<file path="src/hdl/ipac_pkg.sv">
// Shared types, constants and helpers for the icon pixel alpha compositor.
package ipac_pkg;

    localparam logic [7:0] FULL_LEVEL = 8'hFF;

    // Magenta shape key emitted for fully transparent pixels
    localparam logic [7:0] KEY_RED   = 8'hFF;
    localparam logic [7:0] KEY_GREEN = 8'h00;
    localparam logic [7:0] KEY_BLUE  = 8'hFF;

    // Configuration register indexes
    typedef enum logic [1:0] {
        REG_OFFSET = 2'd0,
        REG_GLOW   = 2'd1,
        REG_FORMAT = 2'd2
    } cfg_idx_t;

    // Foreground pixel formats; the unused code is handled as RGBA
    typedef enum logic [1:0] {
        FMT_GRAY       = 2'd0,
        FMT_GRAY_ALPHA = 2'd1,
        FMT_RGBA       = 2'd2
    } fmt_t;

    // Configuration state seen by the datapath
    typedef struct packed {
        logic [7:0] offset;
        logic       glow;
        logic [1:0] fmt;
    } cfg_t;

    // Decoded foreground: expanded channels and effective alpha
    typedef struct packed {
        logic [7:0] red;
        logic [7:0] green;
        logic [7:0] blue;
        logic [7:0] alpha;
        logic       key;
    } pix_t;

    // floor(x / 255) for x up to 255*255: ((x + 1) + ((x + 1) >> 8)) >> 8
    function automatic logic [7:0] div255(input logic [15:0] x);
        logic [16:0] inc;
        logic [16:0] sum;
        inc = {1'b0, x} + 17'd1;
        sum = inc + {9'd0, inc[15:8]};
        return sum[15:8];
    endfunction

endpackage

</file>
<file path="src/hdl/ipac_alpha.sv">
// Foreground format expansion and effective alpha computation.
module ipac_alpha
    import ipac_pkg::*;
(
    input  cfg_t       cfg,
    input  logic [7:0] fg_red,
    input  logic [7:0] fg_green,
    input  logic [7:0] fg_blue,
    input  logic [7:0] fg_alpha,
    output pix_t       pix
);

    logic [7:0] green_sel;
    logic [7:0] blue_sel;
    logic [7:0] raw_alpha;
    logic [7:0] eff_alpha;

    // Expand gray formats to equal channels; plain gray is opaque
    always_comb
    begin
        unique case (cfg.fmt)
            FMT_GRAY:
            begin
                green_sel = fg_red;
                blue_sel  = fg_red;
                raw_alpha = FULL_LEVEL;
            end
            FMT_GRAY_ALPHA:
            begin
                green_sel = fg_red;
                blue_sel  = fg_red;
                raw_alpha = fg_alpha;
            end
            default:
            begin
                green_sel = fg_green;
                blue_sel  = fg_blue;
                raw_alpha = fg_alpha;
            end
        endcase
    end

    // Glow uses raw alpha, otherwise subtract the offset saturating at zero
    always_comb
    begin
        if (cfg.glow)
            eff_alpha = raw_alpha;
        else if (raw_alpha > cfg.offset)
            eff_alpha = raw_alpha - cfg.offset;
        else
            eff_alpha = 8'd0;
    end

    assign pix = '{red:   fg_red,
                   green: green_sel,
                   blue:  blue_sel,
                   alpha: eff_alpha,
                   key:   (eff_alpha == 8'd0)};

endmodule

</file>
<file path="src/hdl/ipac_blend.sv">
// One channel of the alpha blend: bg*(255-a)/255 + fg*a/255, each term floored.
module ipac_blend
    import ipac_pkg::*;
(
    input  logic [7:0] bg,
    input  logic [7:0] fg,
    input  logic [7:0] alpha,
    output logic [7:0] mix
);

    logic [7:0]  inv_alpha;
    logic [15:0] bg_prod;
    logic [15:0] fg_prod;
    logic [8:0]  sum;

    assign inv_alpha = FULL_LEVEL - alpha;
    assign bg_prod   = bg * inv_alpha;
    assign fg_prod   = fg * alpha;

    // The two floored terms never sum above 255
    assign sum = {1'b0, div255(bg_prod)} + {1'b0, div255(fg_prod)};
    assign mix = sum[7:0];

endmodule

</file>
<file path="src/hdl/icon_pixel_alpha_composite.sv">
// Top level: input register, alpha decode and blend, result register.
//
//  Channel  Direction  Transaction           Payload
//  s_*      in         foreground+background  s_tdata[55:0]
//  m_*      out        composited pixel       m_tdata[23:0], m_tuser (shape key)
//  cfg_*    in         register write         cfg_index[1:0], cfg_data[7:0]
//
// Two register stages: a pixel taken into the input register moves on to the
// result register and is offered from there; one pixel per clock is sustained
// while m_tready stays high.
// Both stages advance together when the result register is empty or taken,
// so while a result waits the input register can still take one pixel.
// Reset clears the valid flags and loads offset 0, glow off, format RGBA.
// cfg_ready is always high; writes to index 3 are dropped.
module icon_pixel_alpha_composite
    import ipac_pkg::*;
(
    input  logic        clk,
    input  logic        rst_n,
    // fg_red, fg_green, fg_blue, fg_alpha, bg_red, bg_green, bg_blue
    input  logic [55:0] s_tdata,
    input  logic        s_tvalid,
    output logic        s_tready,
    // out_red, out_green, out_blue
    output logic [23:0] m_tdata,
    // shape_key
    output logic        m_tuser,
    output logic        m_tvalid,
    input  logic        m_tready,
    input  logic        cfg_valid,
    output logic        cfg_ready,
    input  logic [1:0]  cfg_index,
    input  logic [7:0]  cfg_data
);

    cfg_t        cfg_reg;
    cfg_t        cfg_next;
    logic        in_valid_reg;
    logic        in_valid_next;
    logic [55:0] in_data_reg;
    logic        out_valid_reg;
    logic        out_valid_next;
    logic [23:0] out_data_reg;
    logic        out_key_reg;
    logic        advance;
    pix_t        pix;
    logic [7:0]  mix_red;
    logic [7:0]  mix_green;
    logic [7:0]  mix_blue;
    logic [23:0] result;

    // Configuration register writes
    assign cfg_ready = 1'b1;

    always_comb
    begin
        cfg_next = cfg_reg;
        if (cfg_valid)
        begin
            unique case (cfg_index)
                REG_OFFSET: cfg_next.offset = cfg_data;
                REG_GLOW:   cfg_next.glow   = cfg_data[0];
                REG_FORMAT: cfg_next.fmt    = cfg_data[1:0];
                default:    cfg_next        = cfg_reg;
            endcase
        end
    end

    always_ff @(posedge clk or negedge rst_n)
    begin
        if (!rst_n)
        begin
            cfg_reg.offset <= 8'd0;
            cfg_reg.glow   <= 1'b0;
            cfg_reg.fmt    <= FMT_RGBA;
        end
        else
        begin
            cfg_reg <= cfg_next;
        end
    end

    // Pipeline flow control
    assign advance        = !out_valid_reg || m_tready;
    assign s_tready       = !in_valid_reg || advance;
    assign in_valid_next  = s_tready ? s_tvalid : in_valid_reg;
    assign out_valid_next = advance ? in_valid_reg : out_valid_reg;

    always_ff @(posedge clk or negedge rst_n)
    begin
        if (!rst_n)
        begin
            in_valid_reg  <= 1'b0;
            out_valid_reg <= 1'b0;
        end
        else
        begin
            in_valid_reg  <= in_valid_next;
            out_valid_reg <= out_valid_next;
        end
    end

    // Input register
    always_ff @(posedge clk)
    begin
        if (s_tvalid && s_tready)
            in_data_reg <= s_tdata;
    end

    // Alpha decode and per-channel blend
    ipac_alpha u_alpha (
        .cfg      (cfg_reg),
        .fg_red   (in_data_reg[7:0]),
        .fg_green (in_data_reg[15:8]),
        .fg_blue  (in_data_reg[23:16]),
        .fg_alpha (in_data_reg[31:24]),
        .pix      (pix)
    );

    ipac_blend u_blend_red (
        .bg    (in_data_reg[39:32]),
        .fg    (pix.red),
        .alpha (pix.alpha),
        .mix   (mix_red)
    );

    ipac_blend u_blend_green (
        .bg    (in_data_reg[47:40]),
        .fg    (pix.green),
        .alpha (pix.alpha),
        .mix   (mix_green)
    );

    ipac_blend u_blend_blue (
        .bg    (in_data_reg[55:48]),
        .fg    (pix.blue),
        .alpha (pix.alpha),
        .mix   (mix_blue)
    );

    // Shape key replaces the blend when the pixel is fully transparent
    assign result = pix.key ? {KEY_BLUE, KEY_GREEN, KEY_RED}
                            : {mix_blue, mix_green, mix_red};

    // Result register
    always_ff @(posedge clk)
    begin
        if (advance && in_valid_reg)
        begin
            out_data_reg <= result;
            out_key_reg  <= pix.key;
        end
    end

    assign m_tvalid = out_valid_reg;
    assign m_tdata  = out_data_reg;
    assign m_tuser  = out_key_reg;

    // A keyed result always carries magenta
    a_key_color: assert property (@(posedge clk) disable iff (!rst_n)
        m_tvalid && m_tuser |-> m_tdata == {KEY_BLUE, KEY_GREEN, KEY_RED})
        else $error("shape key result is not magenta");

    // With the result register empty the input side is never stalled
    a_ready_when_empty: assert property (@(posedge clk) disable iff (!rst_n)
        !m_tvalid |-> s_tready)
        else $error("input stalled with empty result register");

    // Both stages full and output stalled blocks new input
    a_full_stall: assert property (@(posedge clk) disable iff (!rst_n)
        in_valid_reg && m_tvalid && !m_tready |-> !s_tready)
        else $error("input accepted while pipeline is full");

    // A pixel in the input register moves to the output when the pipe advances
    a_advance: assert property (@(posedge clk) disable iff (!rst_n)
        in_valid_reg && advance |=> m_tvalid)
        else $error("pixel lost between stages");

endmodule

</file>
<file path="config.mk">
export PLATFORM = sky130hd
export DESIGN_NAME = icon_pixel_alpha_composite
export DESIGN_NICKNAME = d
export VERILOG_FILES = /design/src/hdl/ipac_pkg.sv /design/src/hdl/ipac_alpha.sv /design/src/hdl/ipac_blend.sv /design/src/hdl/icon_pixel_alpha_composite.sv
export SDC_FILE = /design/constraint.sdc
export NUM_CORES = 1
export LEC_CHECK = 0
export ABC_AREA = 1
export BUFFER_PORTS_ARGS = -buffer_cell sky130_fd_sc_hd__buf_2
export CELL_PAD_IN_SITES_DETAIL_PLACEMENT = 0
export CELL_PAD_IN_SITES_GLOBAL_PLACEMENT = 1
export CORE_UTILIZATION = 48
export CTS_BUF_LIST = sky130_fd_sc_hd__clkbuf_8
export CTS_CLUSTER_DIAMETER = 200
export DETAILED_ROUTE_END_ITERATION = 12
export PLACE_DENSITY_LB_ADDON = 0.1
export SYNTH_ARGS = -nofsm -noshare
export SYNTH_HDL_FRONTEND = slang
export SYNTH_HIERARCHICAL = 1
export SYNTH_SLANG_ARGS = --single-unit
</file>
<file path="constraint.sdc">
create_clock -name clk -period 9.9 [get_ports clk]
set_input_delay 0.495 -clock clk [delete_from_list [all_inputs] [get_ports clk]]
set_output_delay 0.495 -clock clk [all_outputs]
set_load 0.01 [all_outputs]
</file>
==> flow_metrics.tcl, run 1 <==
set metrics [dict create \
    antenna_found_initial 1 \
    cts_buffer_depth 2 \
    hold_class "in2reg" \
    r2r-end "m_tdata[7]$_SDFFCE_PP1P_" \
    critPathRequiredTime_ns 10.09 \
    final_util_pct 52.1 \
    drc 0 \
    ant_nets 0 \
    fin_crit_ns 9.14 \
    yosysSeqAreaShare_pct 12.2 \
    arrival_ns 9.33 \
    path_max_fanout 16 \
    rsz0062_at_grt "no" \
    yosys_warnings 6 \
    wl_um 55700 \
    port-buffer-count 97 \
    synth_edf_count 81 \
    worstHoldStart "s_tdata[49]" \
    grt_pass1_wl_um 94100 \
    syn_inst 3279 \
    path_clk_slew_ns 0.14 \
    finalSetupViolations 0 \
    rows 79 \
    yosysTopAreaCell "fa_1" \
    skew_ns 0.0321 \
    max_freq_mhz 109 \
    register_area_um2 2760 \
    cts_tree "done" \
    dp_hpwl_um 46700 \
    crit_family "adder cells" \
    dr.first_iter.drc_count 876 \
    clk-insertion-delay-late_ns 0.46 \
    cp_num_cells 53 \
    rr_startpoint "cfg_reg[0]$_DFFE_PN0P_" \
    post_drt_via_cell_ratio 4.92 \
    cts_inserted_buffers 9 \
    gp_congestion 0.868 \
    finalHoldViolations 0 \
    synth_top_area_share_pct 19.5 \
    critPathKind "reg2reg" \
    syn_nets 3854 \
    ys_types 59 \
    ff2ff_path_depth 53 \
    grt_max_degree 57 \
    outcome "finished, final reports clean" \
    syn_avg_cell_area_um2 6.88 \
    setup_tns_ns 0 \
    synth_area_um2 22600 \
    ys_ff_latch 94 \
    die_area_um2 47900 \
    vias 19500 \
    drive_gt1_share_pct 9.87 \
    ctsHtreeMaxLevel 3 \
    synth_common_cells "nand2_1 (871), inv_1 (826), ha_1 (284), nor2_1 (278), fa_1 (220)" \
    slowest_stage "fa_1" \
    die_width_um 219 \
    holdWs_ns 0.201 \
    holdPathStages 1 \
    async_reset_ff_share_pct 13.8 \
    slew_violations 0 \
    cp-end-kind "register" \
    maxCapViolations 0 \
    cp-start-kind "register" \
    crit_buf_inv 10 \
    largest_reg_flops 56 \
    fin_crit_sh_pct 92.3 \
    grt_pass1_vias 19900 \
    overflow 0 \
    start_util_pct 48.6 \
    synth_area_leaders "fa_1 (20%), ha_1 (16%), nand2_1 (14%), inv_1 (14%), edfxtp_1 (11%)" \
    die_h_um 219 \
    preCtsSetupSlack_ns 0.497 \
    clkSinkCount 94 \
    r2r_slack_ns 0.76 \
    synth.most_common_cell "nand2_1" \
    root_buffer "clkbuf_8" \
    ys.flop_type "edfxtp_1" \
    cp_common_cell "nand2_1" \
    worst_slack_ns 0.763 \
    whs_endpoint "in_data_reg[49]$_DFFE_PP_" \
    layout.nets 3933 \
    maxSlewHeadroom_pct 42.5 \
    pin_count 99 \
    detail_route.wl_per_cell_um 14.0 \
    firstDrtPassIters 5 \
    cpPeakStageDelay_ns 0.54 \
    syn_to_final_growth_pct 7.20 \
    multi_input_comb_area_um2 16400 \
    core_um2 46500 \
    grt_usage_pct 24.4 \
    fill_cells 4664 \
    worst_pin_slew_ns 0.859 \
]
how the worst max path moves through the flow:
stage / from / end / slack (ns)
3_5_place_dp: cfg_reg[0]$_DFFE_PN0P_ / m_tdata[7]$_SDFFCE_PP1P_ / 0.50
6_report: cfg_reg[0]$_DFFE_PN0P_ / m_tdata[7]$_SDFFCE_PP1P_ / 0.76
2_1_floorplan: cfg_reg[1]$_DFFE_PN1P_ / m_tdata[7]$_SDFFCE_PP1P_ / 0.98
5_1_grt: cfg_reg[0]$_DFFE_PN0P_ / m_tdata[15]$_SDFFCE_PP0P_ / 0.04
3_3_place_gp: cfg_reg[0]$_DFFE_PN0P_ / m_tdata[23]$_SDFFCE_PP1P_ / 0.61
4_1_cts: cfg_reg[0]$_DFFE_PN0P_ / m_tdata[7]$_SDFFCE_PP1P_ / 0.44
per-stage QoR:
| stage | instances | instance area [um^2] |
|---|---|---|
| 2_1_floorplan | 3279 | 22600 |
| 3_3_place_gp | 3942 | 23800 |
| 3_5_place_dp | 3942 | 23800 |
| 4_1_cts | 3959 | 24000 |
| 5_1_grt | 3971 | 24200 |
| 6_report | 3972 | 24200 |
final cells by class:
cell class	count	area share, %
Multi-Input combinational cell	2273	67.9
Inverter	844	13.1
Sequential cell	94	11.4
Timing Repair Buffer	136	3.61
Tap cell	607	3.14
Clock buffer	9	0.512
Clock inverter	7	0.316
Antenna cell	2	0.0207
layer usage:
layer  vias to the layer above  share of wire [%]  wire (um)  GRT usage, %
li1                       9997                  -          -             -
met1                      9168                 46      25800          31.3
met2                       329                 49      27000          43.1
met3                        40                3.9       2190          3.19
met4                         0                1.3        726          5.69
met5                         -                  0          0             0
placed cells by master, fill, tap and decap left out, types with 6 or more instances in the layout:
| cell type | count |
|---|---|
| nor3_1 | 12 |
| nand2_1 | 870 |
| dfrtp_1 | 12 |
| inv_1 | 823 |
| nor2_1 | 277 |
| or2_2 | 25 |
| xor2_1 | 50 |
| inv_2 | 20 |
| ha_1 | 282 |
| nand3_2 | 17 |
| o21ai_1 | 10 |
| xnor2_1 | 25 |
| buf_2 | 97 |
| clkbuf_8 | 9 |
| buf_4 | 30 |
| nor2_4 | 6 |
| a21oi_2 | 8 |
| nor2_2 | 18 |
| a21oi_1 | 76 |
| nand4_1 | 42 |
| fa_1 | 220 |
| o21ai_0 | 19 |
| o21bai_1 | 8 |
| nand3_1 | 173 |
| nand3b_1 | 22 |
| edfxtp_1 | 81 |
| nand2_2 | 51 |
kinds of logic after synthesis:
group,Yosys count,share of synthesized area (%)
AOI/OAI and AO/OA,149,3.93
xor gates and xnor gates,83,3.47
adders and majority gates,504,35.3
buffers and inverters,912,15.4
DFF,94,12.2
other,1,0.0166
and+or+nand+nor,1536,29.7
worst reg2reg max path: cells and delay by family (launching register included):
family,cells,cell delay [ns]
simple gates,26,2.63
xor+xnor,1,0.33
fa+ha+maj,9,3.48
buf+inv,10,0.82
compound gates,7,1.21
flops,1,0.42
timing repair:
| action | 4_1_cts | 5_1_grt |
|---|---|---|
| buffers inserted | 0 | 10 |
| resized for setup | 0 | 17 |
| setup endpoints to repair | 0 | 5 |
| endpoints found under the hold margin | 12 | 0 |
| hold buffers | 1 | 0 |
Power of run 1 is left out: the tool's default activity adds up to more than one toggle a clock period on the data nets, which glitch-free logic cannot reach.
==> run 2, diff against run 1 <==
--- a/config.mk
+++ b/config.mk
@@ -5,11 +5,10 @@
 export SDC_FILE = /design/constraint.sdc
 export NUM_CORES = 1
 export LEC_CHECK = 0
-export ABC_AREA = 1
 export BUFFER_PORTS_ARGS = -buffer_cell sky130_fd_sc_hd__buf_2
 export CELL_PAD_IN_SITES_DETAIL_PLACEMENT = 0
 export CELL_PAD_IN_SITES_GLOBAL_PLACEMENT = 1
-export CORE_UTILIZATION = 48
+export CORE_UTILIZATION = 51
 export CTS_BUF_LIST = sky130_fd_sc_hd__clkbuf_8
 export CTS_CLUSTER_DIAMETER = 200
 export DETAILED_ROUTE_END_ITERATION = 12
==> run 2 against run 1 <==
Effect of this change: clock-buffer cell count did not move; the run now ends with negative setup slack left; critical path type unchanged; critical endpoint is now m_tdata[23]$_SDFFCE_PP1P_; largest cell class unchanged; wire length fell by 7.1%; final cell count fell by 22%; sequential cell count did not move.
==> flow_metrics.tcl, run 2 <==
set metrics [dict create \
    outcome "finished with violations" \
    violations "negative setup slack" \
    fill_cells 3569 \
    drc 0 \
    pin_count 99 \
    antenna_found_initial 2 \
    cp-start-kind "register" \
    synth_area_leaders "fa_1 (21%), ha_1 (17%), edfxtp_1 (12%), inv_1 (6.6%), nor2b_1 (5.5%)" \
    finalHoldViolations 0 \
    path_max_fanout 10 \
    cp-end-kind "register" \
    diodes 0 \
    ys.flop_type "edfxtp_1" \
    critPathKind "reg2reg" \
    multi_input_comb_area_um2 17100 \
    syn_nets 2879 \
    gp_congestion 0.887 \
    synth_edf_count 81 \
    root_buffer "clkbuf_8" \
    ys_ff_latch 94 \
    cts_inserted_buffers 9 \
    synth_top_area_share_pct 21.3 \
    worst_pin_slew_ns 0.899 \
    largest_reg_flops 56 \
    maxCapViolations 0 \
    fin_crit_ns 9.96 \
    hold_class "in2reg" \
    drive_gt1_share_pct 18.9 \
    grt_max_degree 57 \
    syn_avg_cell_area_um2 8.97 \
    dr.first_iter.drc_count 847 \
    die_width_um 203 \
    layout.nets 3128 \
    start_util_pct 51.9 \
    fin_crit_sh_pct 101 \
    cts_tree "done" \
    arrival_ns 10.17 \
    skew_ns 0.0616 \
    ys_types 97 \
    die_area_um2 41400 \
    overflow 0 \
    ctsHtreeMaxLevel 3 \
    ff2ff_path_depth 43 \
    final_cell_mix "inv_1 (359), ha_1 (265), fa_1 (217)" \
    holdPathStages 1 \
    dp_hpwl_um 41000 \
    preCtsSetupSlack_ns -0.333 \
    slew_violations 0 \
    clkSinkCount 94 \
    path_clk_slew_ns 0.17 \
    synth_area_um2 20700 \
    clk-insertion-delay-late_ns 0.49 \
    yosysSeqAreaShare_pct 13.3 \
    maxSlewHeadroom_pct 40.1 \
    slowest_stage "fa_1" \
    post_drt_via_cell_ratio 5.42 \
    firstDrtPassIters 6 \
    vias 16700 \
    finalSetupViolations 1 \
    rsz0062_at_grt "yes" \
    grt_pass1_wl_um 85400 \
    rows 73 \
    port-buffer-count 97 \
    final_util_pct 60.7 \
    grt_usage_pct 25.8 \
    critPathRequiredTime_ns 10.11 \
    cpPeakStageDelay_ns 0.55 \
    max_freq_mhz 100 \
    synth.most_common_cell "inv_1" \
    final_common_cell "inv_1" \
    wl_um 51800 \
    register_area_um2 2760 \
    detail_route.wl_per_cell_um 16.8 \
    yosys_warnings 6 \
    core_um2 39800 \
    yosysTopAreaCell "fa_1" \
    ant_nets 0 \
    die_h_um 203 \
    grt_pass1_vias 17200 \
    async_reset_ff_share_pct 13.8 \
    dpl-instance-area_um2 22900 \
    syn_to_final_growth_pct 16.9 \
    synth_common_cells "inv_1 (363), ha_1 (284), fa_1 (220), nor2b_1 (182), and2_1 (163)" \
    worst_slack_ns -0.0612 \
    cts_buffer_depth 2 \
    final_area_um2 24200 \
    syn_inst 2304 \
]
-- run 2: cell count changes after synthesis, sizes merged, moves of 15 or more --
cell    change
nand2b     +69
xnor2      +67
nor2      -215
o21a       +19
and2      +160
nand3     -160
a21o       +32
nand4      -38
nand2     -796
inv       -480
o21ai      +15
nor2b     +183
a31oi      +16
-- run 2: critical path, delay by kind of cell, from the launching register on --
family          cells  cell delay [ns]
xor+xnor            6             1.04
buf+inv             5             0.69
simple gates       10             1.68
flops               1             0.45
compound gates     13             2.37
fa+ha+maj           9             3.47
-- run 2: layout make-up --
class	instances	area share (%)
multi-input cells	1791	70.8
flip-flops and latches	94	11.4
repair buffers	294	8.60
inverters	363	5.64
well taps	525	2.72
clock buffers	9	0.512
clock inverters	7	0.342
-- run 2: logic make-up (layout without fill, tap and decap cells) --
| family | count (synthesis) | in the layout | synth area share [%] |
|---|---|---|---|
| compound gates | 326 | 326 | 11.2 |
| xor+xnor | 146 | 146 | 6.53 |
| fa+ha+maj | 508 | 508 | 38.7 |
| buf+inv | 422 | 673 | 7.83 |
| flops | 94 | 94 | 13.3 |
| mux | 15 | 15 | 0.859 |
| other cells | 1 | 1 | 0.0181 |
| simple gates | 792 | 795 | 21.5 |
-- run 2: per-layer routing --
metal	global-route usage, %	part of all wire (%)	up-vias
li1	-	-	8094
met1	34.5	46	8248
met2	44.4	49	319
met3	2.27	3.3	64
met4	7.25	2.0	0
met5	0	0	-
-- run 2: timing repair --
item	CTS	global route
pin swaps	9	79
cloned	3	0
setup buffers	20	33
hold buffers	1	0
resized for setup	47	79
endpoints found under the setup margin	4	8
hold endpoints to repair	12	0
-- run 2: per-stage QoR --
step / hold WS [ns] / cells / setup TNS (ns)
after floorplan: 0.199 / 2304 / 0
after global placement: 0.392 / 3011 / -0.0998
after detailed placement: 0.401 / 3011 / -0.811
after CTS: 0.130 / 3051 / -0.136
after global routing: 0.142 / 3083 / -1.77
final: 0.162 / 3083 / -0.0612
-- run 2: path summary, 6_finish.rpt --
path                                          start                        end  slack (ns)
setup / recovery             cfg_reg[0]$_DFFE_PN0P_  m_tdata[23]$_SDFFCE_PP1P_       -0.06
hold / removal                          s_tdata[26]  in_data_reg[26]$_DFFE_PP_        0.16
setup reg to reg             cfg_reg[0]$_DFFE_PN0P_  m_tdata[23]$_SDFFCE_PP1P_       -0.06
hold reg to reg            in_valid_reg$_DFFE_PN0P_       m_tvalid$_DFFE_PN0P_        0.52
max in group asynchronous                     rst_n     cfg_reg[1]$_DFFE_PN1P_        9.15
min in group asynchronous                     rst_n     cfg_reg[0]$_DFFE_PN0P_        0.44
Power of run 2 is left out for the same reason.
==> run 3, diff against run 2 <==
--- a/config.mk
+++ b/config.mk
@@ -8,6 +8,7 @@
 export BUFFER_PORTS_ARGS = -buffer_cell sky130_fd_sc_hd__buf_2
 export CELL_PAD_IN_SITES_DETAIL_PLACEMENT = 0
 export CELL_PAD_IN_SITES_GLOBAL_PLACEMENT = 1
+export CORE_ASPECT_RATIO = 0.6
 export CORE_UTILIZATION = 51
 export CTS_BUF_LIST = sky130_fd_sc_hd__clkbuf_8
 export CTS_CLUSTER_DIAMETER = 200
==> run 3 against run 2 <==
Effect of this change: setup slack gained 0.024 ns; global-route usage grew 1.1 points; via count is essentially flat; critical path type unchanged; maximum frequency grew 0.24%; utilization grew 0.37 points; clock-buffer cell count is the same; design area shrank 0.16%; non-clock buffer count shrank 2; the flow still finishes with violations (negative setup slack).
==> flow_metrics.tcl, run 3 (synthesized netlist as in run 2, its figures left out) <==
set metrics [dict create \
    outcome "finished with violations" \
    violations "negative setup slack" \
    finalSetupViolations 1 \
    fin_crit_sh_pct 100 \
    r2r_slack_ns -0.04 \
    wl_um 53900 \
    die_area_um2 41400 \
    maxSlewHeadroom_pct 40.6 \
    syn_to_final_growth_pct 16.7 \
    critPathKind "reg2reg" \
    detail_route.wl_per_cell_um 17.5 \
    grt_pass1_wl_um 87000 \
    ant_nets 0 \
    post_drt_via_cell_ratio 5.44 \
    cts_buffer_depth 2 \
    grt_max_degree 57 \
    fill_cells 3430 \
    cp_common_cell "fa_1" \
    core_um2 39500 \
    path_max_fanout 7 \
    dp_hpwl_um 43200 \
    cp-end-kind "register" \
    worst_slack_ns -0.0373 \
    final_common_cell "inv_1" \
    cts_inserted_buffers 9 \
    cp-start-kind "register" \
    grt_pass1_vias 16800 \
    diodes 0 \
    antenna_found_initial 0 \
    holdWs_ns 0.217 \
    maxCapViolations 0 \
    die_width_um 262 \
    critPathRequiredTime_ns 10.10 \
    overflow 0 \
    finalHoldViolations 0 \
    ctsHtreeMaxLevel 3 \
    path_clk_slew_ns 0.14 \
    clkSinkCount 94 \
    largest_reg_flops 56 \
    cpPeakStageDelay_ns 0.54 \
    start_util_pct 52.3 \
    fin_crit_ns 9.94 \
    clk-insertion-delay-late_ns 0.44 \
    gp_congestion 0.934 \
    max_freq_mhz 101 \
    slew_violations 0 \
    layout.nets 3124 \
    final_cell_mix "inv_1 (358), ha_1 (266), fa_1 (217)" \
    drive_gt1_share_pct 18.6 \
    worst_pin_slew_ns 0.892 \
    die_h_um 158 \
    skew_ns 0.0255 \
    pin_count 99 \
    preCtsSetupSlack_ns -0.257 \
    grt_usage_pct 26.8 \
    slowest_stage "fa_1" \
    arrival_ns 10.13 \
    dr.first_iter.drc_count 1042 \
    rsz0062_at_grt "yes" \
    vias 16700 \
    firstDrtPassIters 5 \
    cts_tree "done" \
    drc 0 \
    root_buffer "clkbuf_8" \
    rows 56 \
    final_util_pct 61.1 \
    hold_class "in2reg" \
    port-buffer-count 97 \
]
[run 3: cell count changes in the layout (fill, tap and decap cells not counted), moves of 3 or more]
cell	before	now
buf_4	180	175
ha_2	7	4
buf_12	6	10
o21ai_1	11	14
nor2b_2	1	4
a31oi_2	4	1
a31oi_1	11	15
o21ai_2	7	4
[run 3: metrics by stage]
| stage | std cells | setup TNS (ns) | cell area, um^2 |
|---|---|---|---|
| 3_5_place_dp | 3012 | -0.718 | 23000 |
| 6_report | 3076 | -0.0373 | 24100 |
| 5_1_grt | 3076 | -1.55 | 24100 |
| 2_1_floorplan | 2304 | 0 | 20900 |
| 4_1_cts | 3053 | 0 | 23500 |
| 3_3_place_gp | 3012 | 0 | 23000 |
[run 3: worst paths after layout]
path,to,start,cells past startpoint
worst min register to register,m_tvalid$_DFFE_PN0P_,in_valid_reg$_DFFE_PN0P_,1
worst max-delay path,m_tdata[7]$_SDFFCE_PP1P_,cfg_reg[0]$_DFFE_PN0P_,44
worst max register to register,m_tdata[7]$_SDFFCE_PP1P_,cfg_reg[0]$_DFFE_PN0P_,44
max in group asynchronous,cfg_reg[1]$_DFFE_PN1P_,rst_n,2
min in group asynchronous,cfg_reg[9]$_DFFE_PN0P_,rst_n,2
worst min-delay path,in_data_reg[24]$_DFFE_PP_,s_tdata[24],1
[run 3: layout make-up]
type | instances | area [um^2] | share of cell area [%]
tap | 522 | 653 | 2.71
clock inverter | 7 | 75.1 | 0.311
clock buffer | 9 | 124 | 0.513
timing repair buffer | 292 | 2110 | 8.75
multi-input combinational | 1789 | 17000 | 70.6
sequential | 94 | 2760 | 11.4
inverter | 363 | 1360 | 5.65
[run 3: what timing repair did]
action,4_1_cts,5_1_grt
endpoints found under the setup margin,4,9
hold endpoints to repair,12,0
setup buffers,23,24
hold buffers,1,0
cloned,1,0
resized for setup,29,88
pin swaps,16,43
[run 3: critical path, delay by kind of cell, from the launching register on]
| kind | cells | cell delay (ns) |
|---|---|---|
| DFF | 1 | 0.45 |
| muxes | 1 | 0.49 |
| and+or+nand+nor | 10 | 1.58 |
| buffers and inverters | 4 | 0.40 |
| AOI/OAI and AO/OA | 15 | 2.60 |
| adders and majority gates | 9 | 3.29 |
| xor gates and xnor gates | 5 | 0.85 |
[run 3: metal layers]
| metal | share of wire, % | global-route usage [%] | vias up |
|---|---|---|---|
| met1 | 50 | 39.5 | 8194 |
| met5 | 0 | 0 | - |
| met4 | 1.4 | 4.82 | 0 |
| met3 | 4.8 | 4.32 | 43 |
| met2 | 44 | 41.8 | 393 |
| li1 | - | - | 8089 |
Power of run 3 is left out for the same reason.
